`src/hdl/flow_hash_queue_steering_assert.svh`:
```
// ----------------------------------------------------------------------------
// Flow hash steering assertion macros
// Concurrent checks on clk, disabled while rst_n is low.
// ----------------------------------------------------------------------------
`ifndef FLOW_HASH_QUEUE_STEERING_ASSERT_SVH
`define FLOW_HASH_QUEUE_STEERING_ASSERT_SVH

// Check that a condition implies another in the same cycle
`define FHQS_ASSERT_IMPL(lbl, clk, rst_n, ante, cons, msg) \
    lbl: assert property (@(posedge clk) disable iff (!rst_n) (ante) |-> (cons)) \
        else $error(msg);

// Check that a condition implies another in the next cycle
`define FHQS_ASSERT_NEXT(lbl, clk, rst_n, ante, cons, msg) \
    lbl: assert property (@(posedge clk) disable iff (!rst_n) (ante) |=> (cons)) \
        else $error(msg);

`endif

```
`src/hdl/fhqs_pkg.sv`:
```
// ----------------------------------------------------------------------------
// Flow hash steering package
// Shared widths, protocol constants, codes and structs.
// ----------------------------------------------------------------------------
package fhqs_pkg;

    // Widths
    localparam int HASH_W  = 32;
    localparam int CNT_W   = 64;
    localparam int SLOT_W  = 3;
    localparam int MASK_W  = 5;
    localparam int OFF_W   = 7;
    localparam int LEN_W   = OFF_W + 1;
    localparam int CFG_W   = 16;
    localparam int NIB_W   = 4;
    localparam int NIBBLES = HASH_W / NIB_W;
    localparam int QUEUE_DEPTH = 4;

    // Frame offsets and lengths
    localparam logic [OFF_W-1:0] OFF_ETYPE_HI     = 7'd12;
    localparam logic [OFF_W-1:0] OFF_ETYPE_LO     = 7'd13;
    localparam logic [OFF_W-1:0] OFF_L3           = 7'd14;
    localparam logic [OFF_W-1:0] OFF_PROTO        = 7'd23;
    localparam logic [OFF_W-1:0] OFF_ADDR_FIRST   = 7'd26;
    localparam logic [OFF_W-1:0] OFF_ADDR_LAST    = 7'd33;
    localparam logic [OFF_W-1:0] OFF_PAYLOAD_LAST = 7'd21;
    localparam logic [OFF_W-1:0] OFF_MAX          = 7'd127;
    localparam logic [LEN_W-1:0] PORT_BYTES       = 8'd4;
    localparam logic [LEN_W-1:0] MIN_ETH_LEN      = 8'd14;
    localparam logic [LEN_W-1:0] MIN_V4_LEN       = 8'd34;
    localparam logic [LEN_W-1:0] LEN_ONE_WORD     = 8'd18;
    localparam logic [LEN_W-1:0] LEN_TWO_WORDS    = 8'd22;

    // Protocol values
    localparam logic [15:0] ETH_TYPE_IPV4 = 16'h0800;
    localparam logic [15:0] ETH_TYPE_IPV6 = 16'h86DD;
    localparam logic [7:0]  PROTO_TCP     = 8'd6;
    localparam logic [7:0]  PROTO_UDP     = 8'd17;

    // Finalizer constants
    localparam logic [HASH_W-1:0] FMIX_C1 = 32'h85EBCA6B;
    localparam logic [HASH_W-1:0] FMIX_C2 = 32'hC2B2AE35;
    localparam int FMIX_SH_A = 16;
    localparam int FMIX_SH_B = 13;

    // Configuration register indexes
    typedef enum logic [1:0] {
        REG_TUNNEL_V4 = 2'd0,
        REG_TUNNEL_V6 = 2'd1,
        REG_SLOT_MASK = 2'd2
    } fhqs_reg_t;

    // Frame class decided by the parser
    typedef enum logic [1:0] {
        CLS_SHORT = 2'd0,
        CLS_NONIP = 2'd1,
        CLS_HASH  = 2'd2
    } fhqs_cls_t;

    // Reported outcome
    typedef enum logic [1:0] {
        OUT_REDIRECT = 2'd0,
        OUT_TRUNC    = 2'd1,
        OUT_NONIP    = 2'd2,
        OUT_UNBOUND  = 2'd3
    } fhqs_outcome_t;

    // Back end sequencer states
    typedef enum logic [2:0] {
        ST_IDLE,
        ST_MIX1,
        ST_MIX2,
        ST_MOD,
        ST_DONE
    } fhqs_state_t;

    typedef struct packed {
        logic [15:0]       tunnel_v4;
        logic [15:0]       tunnel_v6;
        logic [MASK_W-1:0] bound_mask;
    } fhqs_cfg_t;

    typedef struct packed {
        fhqs_cls_t         cls;
        logic [HASH_W-1:0] hash;
    } fhqs_desc_t;

endpackage

```
`src/hdl/fhqs_chan_if.sv`:
```
// ----------------------------------------------------------------------------
// Flow hash steering channels
// Valid/ready channels for frame bytes and steering results.
// ----------------------------------------------------------------------------
interface fhqs_byte_if;
    logic       valid;
    logic       ready;
    logic [7:0] frame_byte;
    logic       frame_last;

    modport source (output valid, output frame_byte, output frame_last, input ready);
    modport sink (input valid, input frame_byte, input frame_last, output ready);
endinterface

interface fhqs_result_if;
    logic                         valid;
    logic                         ready;
    logic                         verdict;
    logic [fhqs_pkg::SLOT_W-1:0]  slot;
    logic [1:0]                   outcome;
    logic [fhqs_pkg::CNT_W-1:0]   frames_seen;
    logic [fhqs_pkg::CNT_W-1:0]   non_ip_seen;
    logic [fhqs_pkg::CNT_W-1:0]   redirected_seen;
    logic [fhqs_pkg::CNT_W-1:0]   unbound_seen;

    modport source (output valid, output verdict, output slot, output outcome,
                    output frames_seen, output non_ip_seen, output redirected_seen,
                    output unbound_seen, input ready);
    modport sink (input valid, input verdict, input slot, input outcome,
                  input frames_seen, input non_ip_seen, input redirected_seen,
                  input unbound_seen, output ready);
endinterface

```
`src/hdl/fhqs_parse.sv`:
```
// ----------------------------------------------------------------------------
// Flow hash steering frame parser
// Takes one byte per beat, collects header fields and, on the last byte,
// classifies the frame and pushes a descriptor with its raw flow hash.
// ----------------------------------------------------------------------------
module fhqs_parse (
    input  logic                 clk,
    input  logic                 rst_n,
    input  fhqs_pkg::fhqs_cfg_t  cfg,
    fhqs_byte_if.sink            frame_in,
    input  logic                 q_full,
    output logic                 q_push,
    output fhqs_pkg::fhqs_desc_t q_desc
);

    logic [fhqs_pkg::OFF_W-1:0]  off_reg, off_next;
    logic [15:0]                 etype_reg, etype_next;
    logic [3:0]                  ihl_reg, ihl_next;
    logic [7:0]                  proto_reg, proto_next;
    logic [fhqs_pkg::HASH_W-1:0] addr_reg, addr_next;
    logic [fhqs_pkg::HASH_W-1:0] port_reg, port_next;
    logic [1:0][fhqs_pkg::HASH_W-1:0] pw_reg, pw_next;

    logic                        accept;
    logic [7:0]                  b;
    logic [fhqs_pkg::OFF_W-1:0]  addr_rel;
    logic [fhqs_pkg::OFF_W-1:0]  pay_rel;
    logic [fhqs_pkg::OFF_W-1:0]  trans;
    logic [fhqs_pkg::OFF_W-1:0]  port_rel;
    logic [fhqs_pkg::LEN_W-1:0]  len;
    logic                        is_v4;
    logic                        is_v6;
    logic                        tun_v4;
    logic                        tun_v6;
    logic                        port_ok;

    // Take bytes whenever the queue can hold a descriptor
    assign frame_in.ready = !q_full;
    assign accept         = frame_in.valid && frame_in.ready;
    assign b              = frame_in.frame_byte;

    assign addr_rel = off_reg - fhqs_pkg::OFF_ADDR_FIRST;
    assign pay_rel  = off_reg - fhqs_pkg::OFF_L3;
    assign len      = {1'b0, off_reg} + 8'd1;

    // Fold this byte into the frame fields
    always_comb
    begin
        etype_next = etype_reg;
        ihl_next   = ihl_reg;
        proto_next = proto_reg;
        addr_next  = addr_reg;
        pw_next    = pw_reg;
        port_next  = port_reg;
        if (off_reg == fhqs_pkg::OFF_ETYPE_HI)
            etype_next[15:8] = b;
        if (off_reg == fhqs_pkg::OFF_ETYPE_LO)
            etype_next[7:0] = b;
        if (off_reg == fhqs_pkg::OFF_L3)
            ihl_next = b[3:0];
        if (off_reg == fhqs_pkg::OFF_PROTO)
            proto_next = b;
        if (off_reg >= fhqs_pkg::OFF_ADDR_FIRST && off_reg <= fhqs_pkg::OFF_ADDR_LAST)
            addr_next = addr_reg ^ (32'(b) << {addr_rel[1:0], 3'b000});
        if (off_reg >= fhqs_pkg::OFF_L3 && off_reg <= fhqs_pkg::OFF_PAYLOAD_LAST)
            pw_next[pay_rel[2]] = pw_reg[pay_rel[2]] | (32'(b) << {pay_rel[1:0], 3'b000});
        // Transport header follows the IPv4 header
        trans    = fhqs_pkg::OFF_L3 + {1'b0, ihl_next, 2'b00};
        port_rel = off_reg - trans;
        if (off_reg >= trans && port_rel[fhqs_pkg::OFF_W-1:2] == '0)
            port_next = port_reg | (32'(b) << {~port_rel[1], port_rel[0], 3'b000});
        off_next = (off_reg == fhqs_pkg::OFF_MAX) ? off_reg : off_reg + 7'd1;
    end

    // Classify the frame and pick the hash input
    always_comb
    begin
        is_v4   = etype_next == fhqs_pkg::ETH_TYPE_IPV4;
        is_v6   = etype_next == fhqs_pkg::ETH_TYPE_IPV6;
        tun_v4  = cfg.tunnel_v4 != '0 && cfg.tunnel_v4[15:8] == etype_next[15:8];
        tun_v6  = cfg.tunnel_v6 != '0 && cfg.tunnel_v6[15:8] == etype_next[15:8];
        port_ok = (proto_next == fhqs_pkg::PROTO_TCP || proto_next == fhqs_pkg::PROTO_UDP)
                  && len >= ({1'b0, trans} + fhqs_pkg::PORT_BYTES);
        q_desc.cls  = fhqs_pkg::CLS_HASH;
        q_desc.hash = '0;
        if (len < fhqs_pkg::MIN_ETH_LEN)
            q_desc.cls = fhqs_pkg::CLS_SHORT;
        else if (!is_v4 && !is_v6 && !tun_v4 && !tun_v6)
            q_desc.cls = fhqs_pkg::CLS_NONIP;
        else if (is_v4 && len < fhqs_pkg::MIN_V4_LEN)
            q_desc.cls = fhqs_pkg::CLS_SHORT;
        else if (is_v4)
            q_desc.hash = port_ok ? (addr_next ^ port_next) : addr_next;
        else if (len >= fhqs_pkg::LEN_TWO_WORDS)
            q_desc.hash = pw_next[0] ^ pw_next[1];
        else if (len >= fhqs_pkg::LEN_ONE_WORD)
            q_desc.hash = pw_next[0];
    end

    assign q_push = accept && frame_in.frame_last;

    // Advance the frame state; clear it after the last byte
    always_ff @(posedge clk or negedge rst_n)
    begin
        if (!rst_n)
        begin
            off_reg   <= '0;
            etype_reg <= '0;
            ihl_reg   <= '0;
            proto_reg <= '0;
            addr_reg  <= '0;
            port_reg  <= '0;
            pw_reg    <= '0;
        end
        else if (accept)
        begin
            if (frame_in.frame_last)
            begin
                off_reg   <= '0;
                etype_reg <= '0;
                ihl_reg   <= '0;
                proto_reg <= '0;
                addr_reg  <= '0;
                port_reg  <= '0;
                pw_reg    <= '0;
            end
            else
            begin
                off_reg   <= off_next;
                etype_reg <= etype_next;
                ihl_reg   <= ihl_next;
                proto_reg <= proto_next;
                addr_reg  <= addr_next;
                port_reg  <= port_next;
                pw_reg    <= pw_next;
            end
        end
    end

endmodule

```
`src/hdl/fhqs_fifo.sv`:
```
// ----------------------------------------------------------------------------
// Flow hash steering descriptor queue
// Small first-in first-out queue between the parser and the hash engine.
// ----------------------------------------------------------------------------
module fhqs_fifo (
    input  logic                 clk,
    input  logic                 rst_n,
    input  logic                 push,
    input  fhqs_pkg::fhqs_desc_t wr_data,
    input  logic                 pop,
    output fhqs_pkg::fhqs_desc_t rd_data,
    output logic                 full,
    output logic                 empty
);

    localparam int DEPTH = fhqs_pkg::QUEUE_DEPTH;
    localparam int PTR_W = $clog2(DEPTH);
    localparam int CNT_W = $clog2(DEPTH + 1);

    fhqs_pkg::fhqs_desc_t slot_reg [DEPTH];
    logic [PTR_W-1:0]     wr_ptr_reg, rd_ptr_reg;
    logic [CNT_W-1:0]     count_reg;

    assign full    = count_reg == CNT_W'(DEPTH);
    assign empty   = count_reg == '0;
    assign rd_data = slot_reg[rd_ptr_reg];

    // Store a descriptor
    always_ff @(posedge clk)
    begin
        if (push)
            slot_reg[wr_ptr_reg] <= wr_data;
    end

    // Advance pointers and fill level
    always_ff @(posedge clk or negedge rst_n)
    begin
        if (!rst_n)
        begin
            wr_ptr_reg <= '0;
            rd_ptr_reg <= '0;
            count_reg  <= '0;
        end
        else
        begin
            if (push)
                wr_ptr_reg <= (wr_ptr_reg == PTR_W'(DEPTH - 1)) ? '0 : wr_ptr_reg + 1'b1;
            if (pop)
                rd_ptr_reg <= (rd_ptr_reg == PTR_W'(DEPTH - 1)) ? '0 : rd_ptr_reg + 1'b1;
            if (push && !pop)
                count_reg <= count_reg + 1'b1;
            else if (pop && !push)
                count_reg <= count_reg - 1'b1;
        end
    end

endmodule

```
`src/hdl/fhqs_hash.sv`:
```
// ----------------------------------------------------------------------------
// Flow hash steering hash engine
// Runs the 32-bit finalizer on one shared multiplier, reduces the hash
// modulo the slot count a nibble per cycle, updates the counters and
// holds the result in an output register.
// ----------------------------------------------------------------------------
module fhqs_hash #(
    parameter int unsigned SLOTS = 5
) (
    input  logic                 clk,
    input  logic                 rst_n,
    input  fhqs_pkg::fhqs_cfg_t  cfg,
    input  logic                 q_empty,
    input  fhqs_pkg::fhqs_desc_t q_desc,
    output logic                 q_pop,
    fhqs_result_if.source        result
);

    localparam int SW    = fhqs_pkg::SLOT_W;
    localparam int NCNT_W = $clog2(fhqs_pkg::NIBBLES);
    localparam logic [SW:0] SLOTS_EXT = (SW + 1)'(SLOTS);

    fhqs_pkg::fhqs_state_t       state_reg, state_next;
    fhqs_pkg::fhqs_cls_t         cls_reg;
    logic [fhqs_pkg::HASH_W-1:0] h_reg;
    logic [SW-1:0]               rem_reg;
    logic [NCNT_W-1:0]           nib_reg;

    logic [fhqs_pkg::CNT_W-1:0]  total_reg, nonip_reg, redir_reg, unbound_reg;
    logic [fhqs_pkg::CNT_W-1:0]  total_next, nonip_next, redir_next, unbound_next;

    logic                        out_valid_reg;
    logic                        out_verdict_reg;
    logic [SW-1:0]               out_slot_reg;
    fhqs_pkg::fhqs_outcome_t     out_outcome_reg;
    logic [fhqs_pkg::CNT_W-1:0]  out_total_reg, out_nonip_reg, out_redir_reg, out_unbound_reg;

    logic [fhqs_pkg::HASH_W-1:0] mul_k;
    logic [fhqs_pkg::HASH_W-1:0] mul_lo;
    logic [(2*fhqs_pkg::MASK_W)-1:0] mask_ext;
    logic                        bound;
    logic                        out_load;
    logic                        mod_last;
    logic                        verdict_next;
    fhqs_pkg::fhqs_outcome_t     outcome_next;

    // Reduce a running remainder by one nibble, one bit per step
    function automatic logic [SW-1:0] mod_nibble(input logic [SW-1:0] rem,
                                                 input logic [fhqs_pkg::NIB_W-1:0] nib);
        logic [SW:0]   t;
        logic [SW-1:0] r;
        r = rem;
        for (int i = fhqs_pkg::NIB_W - 1; i >= 0; i--)
        begin
            t = {r, nib[i]};
            if (t >= SLOTS_EXT)
                t = t - SLOTS_EXT;
            r = t[SW-1:0];
        end
        return r;
    endfunction

    // Shared multiplier, low word only
    assign mul_k  = (state_reg == fhqs_pkg::ST_MIX1) ? fhqs_pkg::FMIX_C1 : fhqs_pkg::FMIX_C2;
    assign mul_lo = h_reg * mul_k;

    assign mod_last = nib_reg == NCNT_W'(fhqs_pkg::NIBBLES - 1);
    assign mask_ext = {{fhqs_pkg::MASK_W{1'b0}}, cfg.bound_mask};
    assign bound    = {1'b0, rem_reg} < (SW + 1)'(fhqs_pkg::MASK_W)
                      && mask_ext[rem_reg];

    // Next state
    always_comb
    begin
        state_next = state_reg;
        case (state_reg)
            fhqs_pkg::ST_IDLE:
                if (!q_empty)
                    state_next = (q_desc.cls == fhqs_pkg::CLS_HASH) ?
                                 fhqs_pkg::ST_MIX1 : fhqs_pkg::ST_DONE;
            fhqs_pkg::ST_MIX1:
                state_next = fhqs_pkg::ST_MIX2;
            fhqs_pkg::ST_MIX2:
                state_next = fhqs_pkg::ST_MOD;
            fhqs_pkg::ST_MOD:
                if (mod_last)
                    state_next = fhqs_pkg::ST_DONE;
            fhqs_pkg::ST_DONE:
                if (out_load)
                    state_next = fhqs_pkg::ST_IDLE;
            default:
                state_next = fhqs_pkg::ST_IDLE;
        endcase
    end

    // Sequencer outputs
    always_comb
    begin
        q_pop    = (state_reg == fhqs_pkg::ST_IDLE) && !q_empty;
        out_load = (state_reg == fhqs_pkg::ST_DONE) && (!out_valid_reg || result.ready);
    end

    // Verdict and counter updates for the finished frame
    always_comb
    begin
        verdict_next = 1'b0;
        total_next   = total_reg + 64'd1;
        nonip_next   = nonip_reg;
        redir_next   = redir_reg;
        unbound_next = unbound_reg;
        case (cls_reg)
            fhqs_pkg::CLS_SHORT:
                outcome_next = fhqs_pkg::OUT_TRUNC;
            fhqs_pkg::CLS_NONIP:
            begin
                outcome_next = fhqs_pkg::OUT_NONIP;
                nonip_next   = nonip_reg + 64'd1;
            end
            fhqs_pkg::CLS_HASH:
                if (bound)
                begin
                    outcome_next = fhqs_pkg::OUT_REDIRECT;
                    verdict_next = 1'b1;
                    redir_next   = redir_reg + 64'd1;
                end
                else
                begin
                    outcome_next = fhqs_pkg::OUT_UNBOUND;
                    unbound_next = unbound_reg + 64'd1;
                end
            default:
                outcome_next = fhqs_pkg::OUT_TRUNC;
        endcase
    end

    // Control state, counters and output valid
    always_ff @(posedge clk or negedge rst_n)
    begin
        if (!rst_n)
        begin
            state_reg     <= fhqs_pkg::ST_IDLE;
            total_reg     <= '0;
            nonip_reg     <= '0;
            redir_reg     <= '0;
            unbound_reg   <= '0;
            out_valid_reg <= 1'b0;
        end
        else
        begin
            state_reg <= state_next;
            if (out_load)
            begin
                total_reg     <= total_next;
                nonip_reg     <= nonip_next;
                redir_reg     <= redir_next;
                unbound_reg   <= unbound_next;
                out_valid_reg <= 1'b1;
            end
            else if (result.ready)
                out_valid_reg <= 1'b0;
        end
    end

    // Hash datapath
    always_ff @(posedge clk)
    begin
        case (state_reg)
            fhqs_pkg::ST_IDLE:
            begin
                cls_reg <= q_desc.cls;
                h_reg   <= q_desc.hash ^ (q_desc.hash >> fhqs_pkg::FMIX_SH_A);
                rem_reg <= '0;
                nib_reg <= '0;
            end
            fhqs_pkg::ST_MIX1:
                h_reg <= mul_lo ^ (mul_lo >> fhqs_pkg::FMIX_SH_B);
            fhqs_pkg::ST_MIX2:
                h_reg <= mul_lo ^ (mul_lo >> fhqs_pkg::FMIX_SH_A);
            fhqs_pkg::ST_MOD:
            begin
                rem_reg <= mod_nibble(rem_reg,
                                      h_reg[fhqs_pkg::HASH_W-1 -: fhqs_pkg::NIB_W]);
                h_reg   <= h_reg << fhqs_pkg::NIB_W;
                nib_reg <= nib_reg + 1'b1;
            end
            default:
                h_reg <= h_reg;
        endcase
    end

    // Load the result register
    always_ff @(posedge clk)
    begin
        if (out_load)
        begin
            out_verdict_reg <= verdict_next;
            out_slot_reg    <= rem_reg;
            out_outcome_reg <= outcome_next;
            out_total_reg   <= total_next;
            out_nonip_reg   <= nonip_next;
            out_redir_reg   <= redir_next;
            out_unbound_reg <= unbound_next;
        end
    end

    assign result.valid           = out_valid_reg;
    assign result.verdict         = out_verdict_reg;
    assign result.slot            = out_slot_reg;
    assign result.outcome         = out_outcome_reg;
    assign result.frames_seen     = out_total_reg;
    assign result.non_ip_seen     = out_nonip_reg;
    assign result.redirected_seen = out_redir_reg;
    assign result.unbound_seen    = out_unbound_reg;

endmodule

```
`src/hdl/flow_hash_queue_steering.sv`:
```
// Sequence: a hashed frame's descriptor goes through the queue, ST_IDLE, ST_MIX1, ST_MIX2,
// ST_MOD and ST_DONE to the result register; short and non-IP frames skip MIX and MOD.
// Throughput: one byte per cycle while the 4-entry descriptor queue has room;
// the hash engine takes the next descriptor only after the last result is loaded.
// Reset: rst_n asynchronously clears the frame state, counters and control registers.
// ----------------------------------------------------------------------------
// Flow hash queue steering
// Parses Ethernet frames byte by byte, hashes the flow and steers the frame
// to its slot when that slot is bound; keeps wrapping frame counters.
// ----------------------------------------------------------------------------
`include "flow_hash_queue_steering_assert.svh"

module flow_hash_queue_steering #(
    parameter int unsigned SLOTS = 5
) (
    input  logic                        clk,
    input  logic                        rst_n,
    input  logic                        cfg_we,
    input  logic [1:0]                  cfg_index,
    input  logic [fhqs_pkg::CFG_W-1:0]  cfg_data,
    fhqs_byte_if.sink                   frame_in,
    fhqs_result_if.source               result
);

    fhqs_pkg::fhqs_cfg_t  cfg_reg;
    fhqs_pkg::fhqs_desc_t push_desc;
    fhqs_pkg::fhqs_desc_t pop_desc;
    logic                 q_push;
    logic                 q_pop;
    logic                 q_full;
    logic                 q_empty;

    // Write configuration registers
    always_ff @(posedge clk or negedge rst_n)
    begin
        if (!rst_n)
            cfg_reg <= '0;
        else if (cfg_we)
        begin
            case (cfg_index)
                fhqs_pkg::REG_TUNNEL_V4:
                    cfg_reg.tunnel_v4 <= cfg_data;
                fhqs_pkg::REG_TUNNEL_V6:
                    cfg_reg.tunnel_v6 <= cfg_data;
                fhqs_pkg::REG_SLOT_MASK:
                    cfg_reg.bound_mask <= cfg_data[fhqs_pkg::MASK_W-1:0];
                default:
                    cfg_reg <= cfg_reg;
            endcase
        end
    end

    fhqs_parse u_parse (
        .clk      (clk),
        .rst_n    (rst_n),
        .cfg      (cfg_reg),
        .frame_in (frame_in),
        .q_full   (q_full),
        .q_push   (q_push),
        .q_desc   (push_desc)
    );

    fhqs_fifo u_fifo (
        .clk     (clk),
        .rst_n   (rst_n),
        .push    (q_push),
        .wr_data (push_desc),
        .pop     (q_pop),
        .rd_data (pop_desc),
        .full    (q_full),
        .empty   (q_empty)
    );

    fhqs_hash #(
        .SLOTS (SLOTS)
    ) u_hash (
        .clk     (clk),
        .rst_n   (rst_n),
        .cfg     (cfg_reg),
        .q_empty (q_empty),
        .q_desc  (pop_desc),
        .q_pop   (q_pop),
        .result  (result)
    );

    // Checks
    `FHQS_ASSERT_IMPL(a_no_overflow, clk, rst_n, q_push, !q_full, "descriptor pushed into full queue")
    `FHQS_ASSERT_IMPL(a_no_underflow, clk, rst_n, q_pop, !q_empty, "descriptor popped from empty queue")
    `FHQS_ASSERT_NEXT(a_push_visible, clk, rst_n, q_push, !q_empty, "pushed descriptor not visible")
    `FHQS_ASSERT_IMPL(a_verdict_match, clk, rst_n, result.valid, result.verdict == (result.outcome == fhqs_pkg::OUT_REDIRECT), "verdict disagrees with outcome")

endmodule
```
`src/flat_wrapper.sv`:
```
// flat-port wrapper written by rule: the top's interface ports become plain ports
module flow_hash_queue_steering_flat 
#(
    parameter int unsigned SLOTS = 5
)
  (clk, rst_n, cfg_we, cfg_index, cfg_data, frame_in_valid, frame_in_frame_byte, frame_in_frame_last, frame_in_ready, result_valid, result_verdict, result_slot, result_outcome, result_frames_seen, result_non_ip_seen, result_redirected_seen, result_unbound_seen, result_ready);
  fhqs_byte_if frame_in_i ();
  fhqs_result_if result_i ();
  input  logic clk;
  input  logic rst_n;
  input  logic cfg_we;
  input  logic [1:0] cfg_index;
  input  logic [fhqs_pkg::CFG_W-1:0] cfg_data;
  input wire logic [$bits(frame_in_i.valid)-1:0] frame_in_valid;
  input wire logic [$bits(frame_in_i.frame_byte)-1:0] frame_in_frame_byte;
  input wire logic [$bits(frame_in_i.frame_last)-1:0] frame_in_frame_last;
  output wire logic [$bits(frame_in_i.ready)-1:0] frame_in_ready;
  output wire logic [$bits(result_i.valid)-1:0] result_valid;
  output wire logic [$bits(result_i.verdict)-1:0] result_verdict;
  output wire logic [$bits(result_i.slot)-1:0] result_slot;
  output wire logic [$bits(result_i.outcome)-1:0] result_outcome;
  output wire logic [$bits(result_i.frames_seen)-1:0] result_frames_seen;
  output wire logic [$bits(result_i.non_ip_seen)-1:0] result_non_ip_seen;
  output wire logic [$bits(result_i.redirected_seen)-1:0] result_redirected_seen;
  output wire logic [$bits(result_i.unbound_seen)-1:0] result_unbound_seen;
  input wire logic [$bits(result_i.ready)-1:0] result_ready;
  assign frame_in_i.valid = frame_in_valid;
  assign frame_in_i.frame_byte = frame_in_frame_byte;
  assign frame_in_i.frame_last = frame_in_frame_last;
  assign frame_in_ready = frame_in_i.ready;
  assign result_valid = result_i.valid;
  assign result_verdict = result_i.verdict;
  assign result_slot = result_i.slot;
  assign result_outcome = result_i.outcome;
  assign result_frames_seen = result_i.frames_seen;
  assign result_non_ip_seen = result_i.non_ip_seen;
  assign result_redirected_seen = result_i.redirected_seen;
  assign result_unbound_seen = result_i.unbound_seen;
  assign result_i.ready = result_ready;
  flow_hash_queue_steering #(.SLOTS(SLOTS)) u_core (.clk(clk), .rst_n(rst_n), .cfg_we(cfg_we), .cfg_index(cfg_index), .cfg_data(cfg_data), .frame_in(frame_in_i), .result(result_i));
endmodule
```
`config.mk`:
```
export PLATFORM = sky130hd
export DESIGN_NAME = flow_hash_queue_steering_flat
export DESIGN_NICKNAME = d
export VERILOG_FILES = /design/src/hdl/fhqs_pkg.sv /design/src/hdl/fhqs_chan_if.sv /design/src/hdl/fhqs_parse.sv /design/src/hdl/fhqs_fifo.sv /design/src/hdl/fhqs_hash.sv /design/src/hdl/flow_hash_queue_steering.sv /design/src/flat_wrapper.sv
export VERILOG_INCLUDE_DIRS = /design/src /design/src/hdl
export SDC_FILE = /design/constraint.sdc
export NUM_CORES = 2
export LEC_CHECK = 0
export BUFFER_PORTS_ARGS = -buffer_cell sky130_fd_sc_hd__buf_2
export CAP_MARGIN = 20
export CELL_PAD_IN_SITES_DETAIL_PLACEMENT = 0
export CELL_PAD_IN_SITES_GLOBAL_PLACEMENT = 1
export CORE_MARGIN = 1
export CORE_UTILIZATION = 50
export CTS_CLUSTER_DIAMETER = 80
export DETAILED_ROUTE_END_ITERATION = 12
export MAX_ROUTING_LAYER = met4
export PLACE_DENSITY_LB_ADDON = 0.2
export SYNTH_ARGS = -nofsm -noshare
export SYNTH_HDL_FRONTEND = slang
export SYNTH_SLANG_ARGS = --single-unit
```
`constraint.sdc`:
```
create_clock -name clk -period 18.69 [get_ports clk]
set_input_delay 3.738 -clock clk [delete_from_list [all_inputs] [get_ports clk]]
set_output_delay 3.738 -clock clk [all_outputs]
set_load 0.01 [all_outputs]
```
# After elaboration in Yosys (flattened, before gate mapping)
# Memory sizes are Yosys's and may differ from the RTL's.
# Index checks and enable logic that the tools add are counted.
# Widths: inputs -> output; s select.
[totals]
register_bits = 769
ram_bits = 136
output_inout_bits = 264
wordCells = 219
memories = 1
[op_classes]
addsub = 20
multipliers = 1
magnitude_cmp = 18
n_eq_ne = 28
shifts = 3
muxes = 64
bitwise_logic = 9
reduce_logical = 44
[mem_list]
columns = ["memory", "depth", "width", "rd", "rd_ports_with_merged_regs", "wr", "line", "text"]
rows = [
  ["u_core.u_fifo.slot_reg", 4, 34, 1, 0, 1, "fhqs_fifo.sv:20", "fhqs_pkg::fhqs_desc_t slot_reg [DEPTH];"],
]
[op_table]
columns = ["operator", "n"]
rows = [
  ["$mux 32", 14],
  ["$mux 64", 7],
  ["$add 64x1->64 const B", 4],
  ["$pmux 32 s4", 1],
  ["$shl 8x5->32", 3],
  ["$xor 32x32->32", 3],
  ["$bwmux 64", 1],
  ["$or 32x32->32", 2],
  ["$xor 32x16->32", 2],
  ["$mux 3", 13],
  ["$demux 32 s1", 1],
  ["$mul 32x32->32", 1],
  ["$mux 8", 4],
  ["$reduce_bool 16->1", 2],
  ["$xor 32x19->32", 1],
  ["$mux 31", 1],
  ["$eq 7x4->1 const B", 3],
  ["$logic_and 1x1->1", 18],
  ["$eq 16x12->1 const B", 1],
  ["$eq 16x16->1 const B", 1],
  ["$eq 8x8->1", 2],
  ["$ge 4x3->1 const B", 4],
  ["$ge 8x5->1 const B", 2],
  ["$mux 16", 1],
  ["50 further kinds", 95],
]

# Logic depth before layout (Yosys ltp)
[logic_depth]
word_depth = 14
mapped_depth = 33
depth_no_buf = 30

# Hierarchy
# A second synthesis with hierarchy kept.
[unflattened]
cells_unflattened = 5274
hier_area_um2 = 56516.7
[modules_own_cells]
columns = ["mod", "n_inst", "cells_each", "area_each_um2", "seq_area_each_um2"]
rows = [
  ["fhqs_hash", 1, 3596, 38441.9, 15574.9],
  ["fhqs_parse", 1, 1384, 11299.6, 4078.9],
  ["fhqs_fifo", 1, 215, 5376.4, 4259.1],
  ["flow_hash_queue_steering", 1, 79, 1398.8, 925.9],
]

# Worst setup path before layout
# OpenSTA, ideal clock, no wires.
[synth_path]
kind = "input -> register"
from = "in result_ready"
to = "reg u_core.u_hash.total_reg[22] (netlist bit)"
setup_time_ps = 111
arrival_ps = 12688
path_slack_ps = 5892
stages = 8
cell_sequence = "nand2b_1 -> nand3_1 -> inv_1 -> clkbuf_1 -> clkbuf_1 -> buf_1 -> nand2_1 -> xnor2_1"
[synth_via]
elab_chain_len = 2
[synth_lines]
columns = ["element", "line", "text"]
rows = [
  ["start: declaration", "flat_wrapper.sv:26", "input wire logic [$bits(result_i.ready)-1:0] result_ready;"],
  ["$logic_or 1x1->1", "fhqs_hash.sv:100", "out_load = (state_reg == fhqs_pkg::ST_DONE) && (!out_valid_reg || result.ready);"],
  ["$logic_and 1x1->1", "fhqs_hash.sv:100", ""],
  ["via u_core.u_hash.out_load", "fhqs_hash.sv:42", "logic out_load;"],
  ["end signal: assignment", "fhqs_hash.sv:153", "total_reg <= total_next;"],
  ["end: declaration", "fhqs_hash.sv:29", "logic [fhqs_pkg::CNT_W-1:0] total_reg, nonip_reg, redir_reg, unbound_reg;"],
]
# The timed path passes the listed nets, and every way through them passes these cells.
# A chain may end at the register's enable or synchronous reset.

# Worst setup path in the final report
[layout_path]
from = "reg u_core.u_hash.state_reg[1]"
to = "reg u_core.u_hash.h_reg[16] (netlist bit), data pin"
[layout_via]
elab_chain_len = 5
[layout_lines]
columns = ["element", "line", "text"]
rows = [
  ["start: declaration", "fhqs_hash.sv:23", "fhqs_pkg::fhqs_state_t state_reg, state_next;"],
  ["start signal: assignment", "fhqs_hash.sv:141", "state_reg <= fhqs_pkg::ST_IDLE;"],
  ["start signal: assignment", "fhqs_hash.sv:150", "state_reg <= state_next;"],
  ["$eq 3x1->1", "fhqs_hash.sv:64, fhqs_hash.sv:167", ""],
  ["$mux 31", "fhqs_hash.sv:64", "assign mul_k = (state_reg == fhqs_pkg::ST_MIX1) ? fhqs_pkg::FMIX_C1 : fhqs_pkg::FMIX_C2;"],
  ["$mul 32x32->32", "fhqs_hash.sv:65", "assign mul_lo = h_reg * mul_k;"],
  ["$xor 32x16->32 / $xor 32x19->32 (equally long branches)", "fhqs_hash.sv:178, fhqs_hash.sv:176", ""],
  ["$pmux 32 s4 *", "fhqs_hash.sv:167", "case (state_reg)"],
  ["end signal: assignment", "fhqs_hash.sv:171", "h_reg <= q_desc.hash ^ (q_desc.hash >> fhqs_pkg::FMIX_SH_A);"],
  ["end signal: assignment", "fhqs_hash.sv:178", "h_reg <= mul_lo ^ (mul_lo >> fhqs_pkg::FMIX_SH_A);"],
  ["end signal: assignment", "fhqs_hash.sv:183", "h_reg <= h_reg << fhqs_pkg::NIB_W;"],
  ["end: declaration", "fhqs_hash.sv:25", "logic [fhqs_pkg::HASH_W-1:0] h_reg;"],
]
# Mark *: on every way between the ends. The rest lies on a longest branch, timed or not.

==> summary.log <==
qor: floorplanning.fp.dieH 335.6 µm
qor: global_route.antenna_found_initial 1
qor: finish.finish.net_count 5,920
qor: global_route.globalRouteTotalUtil 0.2667
qor: synth.synth_cells 5,206
qor: clocking.clock_tree.root_cell clkbuf_16
qor: floorplanning.die_width 335.6 µm
qor: timing.hold_viol_final 0
qor: global_route.met3_usage_grt 0.04037
qor: finish.antenna_cells 0
qor: routing.ant_nets 0
qor: routing.routed_vias_inst 5.410
qor: global_route.grt.overflow.total 0
qor: clocking.cts_max_level 3
qor: timing.max_slew.worst_pin.slew 1087 ps
qor: synth.number_of_flops_mapped_to_enable_cells_by_yosys 438
qor: worst_setup_path.critPathMaxStageDelay 830 ps
qor: worst_setup_path.worstPathArrival 10,040 ps
qor: floorplanning.rows 122
qor: worst_setup_path.worst-path-max-fanout 52
qor: worst_setup_path.critical-path-top-cell-by-count fa_1
qor: floorplanning.initial_utilization 0.5035
qor: clocking.clock_slew_at_the_register_clock_pins_of_the_worst_setup_and_hold_paths 60 ps
qor: global_route.globalRouteMet2Util 0.4197
qor: finish.largest_register_ff_count 136
qor: synth.ys_types 80
qor: synth.syn_area 0.05565 mm²
qor: synth.sequential_share_of_the_synthesized_area 0.4463
qor: synth.postSynthAreaPerCell 10.69 µm²
qor: synth.yosysWarningCount 0
qor: global_route.grt_max_degree 150
qor: clocking.clkSinkCount 905
qor: clocking.number_of_buffers_added_by_the_clock_tree_synthesis_step 100
qor: outcome.status finished clean
qor: timing.drv_slew 0
qor: min_path.min-delay-path-class reg2reg
qor: worst_setup_path.worstSetupPathType reg2reg
qor: finish.fillCellCount 9,783
qor: placed_design.hpwl 103.5 mm
qor: timing.final_critical_path_setup_slack 9097 ps
qor: floorplanning.ios 296
qor: synth.ys_ff_latch 905
qor: timing.fmaxAchievable 0.1042 GHz
qor: worst_setup_path.cp-start-kind register
qor: synth.leading_register_cell_type_out_of_synthesis dfrtp_1
qor: routing.drt-total-wl 143.6 mm
qor: clocking.tritoncts_clock_tree built
qor: routing.route.detailed.wl_per_inst 20.63 µm
qor: synth.synthArstFlopShare 0.5160
qor: routing.drt_iter0_drc 2,635
qor: global_route.grt_use_met1 0.3541
qor: clocking.number_of_buffers_on_the_longest_clock_path 3
qor: worst_setup_path.crit_path_end_kind register
qor: clocking.post_cts_hold_buffers 0
qor: timing.remaining_max_slew_budget_at_the_tightest_pin 0.2724
qor: timing.grt_setup_unrepaired false
qor: clocking.post-cts-setup-buffer-count 0
qor: placed_design.pre_cts_slack 9242 ps
qor: timing.timing.clock.skew 58.03 ps
qor: finish.syn_to_final_growth 10.95%
qor: timing.final.period_utilization 0.5133
qor: routing.route.vias.total 37,660
qor: placed_design.place_congestion 0.9498
qor: clocking.latest_clock_arrival_within_the_worst_skew_pair 690 ps
qor: global_route.number_of_global_route_vias_before_repair 37,800
qor: global_route.wire_length_of_the_first_global_routing_pass 225.1 mm
qor: run.cap_violations 0
qor: timing.finalSetupTns 0 ps
qor: clocking.post_cts_resize_count 0
qor: worst_setup_path.slowest_stage dfrtp_1
qor: timing.final_critical_delay_including_setup_and_external_delays 9593 ps
qor: worst_setup_path.worstPathRequired 19,130 ps
qor: finish.post_route_cells_drive_above_1_share 0.1235
qor: routing.route.detailed.drc 0
qor: placed_design.numPortBuffers 295
qor: timing.setup_violating_endpoint_count_in_the_final_report 0
qor: global_route.grt_busiest_layer met2
qor: floorplanning.design.die.area 0.1126 mm²
qor: floorplanning.placeableCoreArea 0.1105 mm²
qor: routing.firstDrtPassIters 7
[cell families after synthesis]
| logic type | share of synthesized area |
|---|---|
| AND/OR/NAND/NOR | 0.1326 |
| flip-flops | 0.4463 |
| XOR/XNOR | 0.1217 |
| buffers and inverters | 0.04991 |
| AO/OA/AOI/OAI | 0.05727 |
| adder cells (fa/ha/maj) | 0.1484 |
| multiplexers | 0.04373 |
| other | 0.0001350 |
[cells in the mapped netlist (14+ instances only)]
master / number / area share
nor2_1: 536 / 0.036
dfrtp_1: 467 / 0.21
inv_1: 461 / 0.031
nand2_1: 461 / 0.031
xnor2_1: 450 / 0.071
edfxtp_1: 438 / 0.24
xor2_1: 323 / 0.051
fa_1: 265 / 0.095
ha_1: 236 / 0.053
clkbuf_1: 231 / 0.016
o21ai_0: 203 / 0.018
nand3_1: 116 / 0.010
and3_1: 100 / 0.011
a31oi_1: 99 / 0.011
nand4_1: 85 / 0.0096
mux2i_1: 80 / 0.014
mux2_2: 77 / 0.016
nor3_1: 68 / 0.0061
a21oi_1: 67 / 0.0060
and2_1: 46 / 0.0052
a22oi_1: 39 / 0.0053
mux4_2: 34 / 0.014
or2_2: 29 / 0.0033
nand2b_1: 22 / 0.0025
or3_1: 22 / 0.0025
buf_1: 18 / 0.0012
buf_2: 18 / 0.0016
nor4_1: 18 / 0.0020
and4_1: 16 / 0.0025
a21o_1: 15 / 0.0020
nor2b_1: 14 / 0.0016
[area by class of cell]
class / count / area, µm² / share of cell area
Clock buffer: 137 / 2743 / 0.04442
Inverter: 464 / 1749 / 0.02833
Multi-Input combinational cell: 3570 / 28120 / 0.4554
Tap cell: 1488 / 1862 / 0.03015
Timing Repair Buffer: 346 / 1902 / 0.03080
Clock inverter: 52 / 526.8 / 0.008531
Sequential cell: 905 / 24840 / 0.4023
[cell usage in the layout, fill, tap and decap left out, types with 49 or more instances in the layout]
| master | instances |
|---|---|
| a21oi_1 | 67 |
| a31oi_1 | 99 |
| and3_1 | 100 |
| buf_2 | 294 |
| buf_4 | 49 |
| clkbuf_16 | 101 |
| dfrtp_1 | 466 |
| edfxtp_1 | 438 |
| fa_1 | 265 |
| ha_1 | 236 |
| inv_1 | 460 |
| mux2_2 | 77 |
| mux2i_1 | 80 |
| nand2_1 | 459 |
| nand3_1 | 114 |
| nand4_1 | 85 |
| nor2_1 | 530 |
| nor3_1 | 67 |
| o21ai_0 | 203 |
| xnor2_1 | 450 |
| xor2_1 | 323 |
[worst max-delay path: cells and delay by family, from the launching register on]
kind	cells	cell delay [ps]
flops	1	830
buf+inv	7	890
fa+ha+maj	9	4220
compound gates	8	1830
xor+xnor	2	360
simple gates	3	1160
[per-layer routing]
layer  vias to the layer above  wire, µm
met5                         -         0
met2                       929     68140
met1                     18670     63690
met3                       262      6678
li1                      17800         -
met4                         0      5123
[path summary, 6_finish.rpt]
path	start	end	slack, ps	cells past startpoint
worst min register to register	u_core.u_parse.pw_reg[39]	u_core.u_parse.pw_reg[39]	470	2
min in group asynchronous	rst_n	u_core.u_hash.redir_reg[61]	3140	1
max in group asynchronous	rst_n	u_core.u_parse.pw_reg[63]	12380	4
worst max-delay path	u_core.u_hash.state_reg[1]	u_core.u_hash.h_reg[16]	9100	29
worst max register to register	u_core.u_hash.state_reg[1]	u_core.u_hash.h_reg[16]	9100	29
worst min-delay path	u_core.u_parse.pw_reg[39]	u_core.u_parse.pw_reg[39]	470	2
[through the flow]
step	utilization	hold slack [ps]	cell area, µm²	std cells
after floorplan	-	444.7	55650	5207
after global placement	0.5288	456.1	58450	6772
after detailed placement	0.5288	465.0	58450	6772
after CTS	0.5584	477.7	61720	6961
after global routing	0.5587	490.9	61740	6962
final	0.5587	473.0	61740	6962
Power is left out: the tool's default activity adds up to more than one toggle a clock period on the data nets, which glitch-free logic cannot reach.
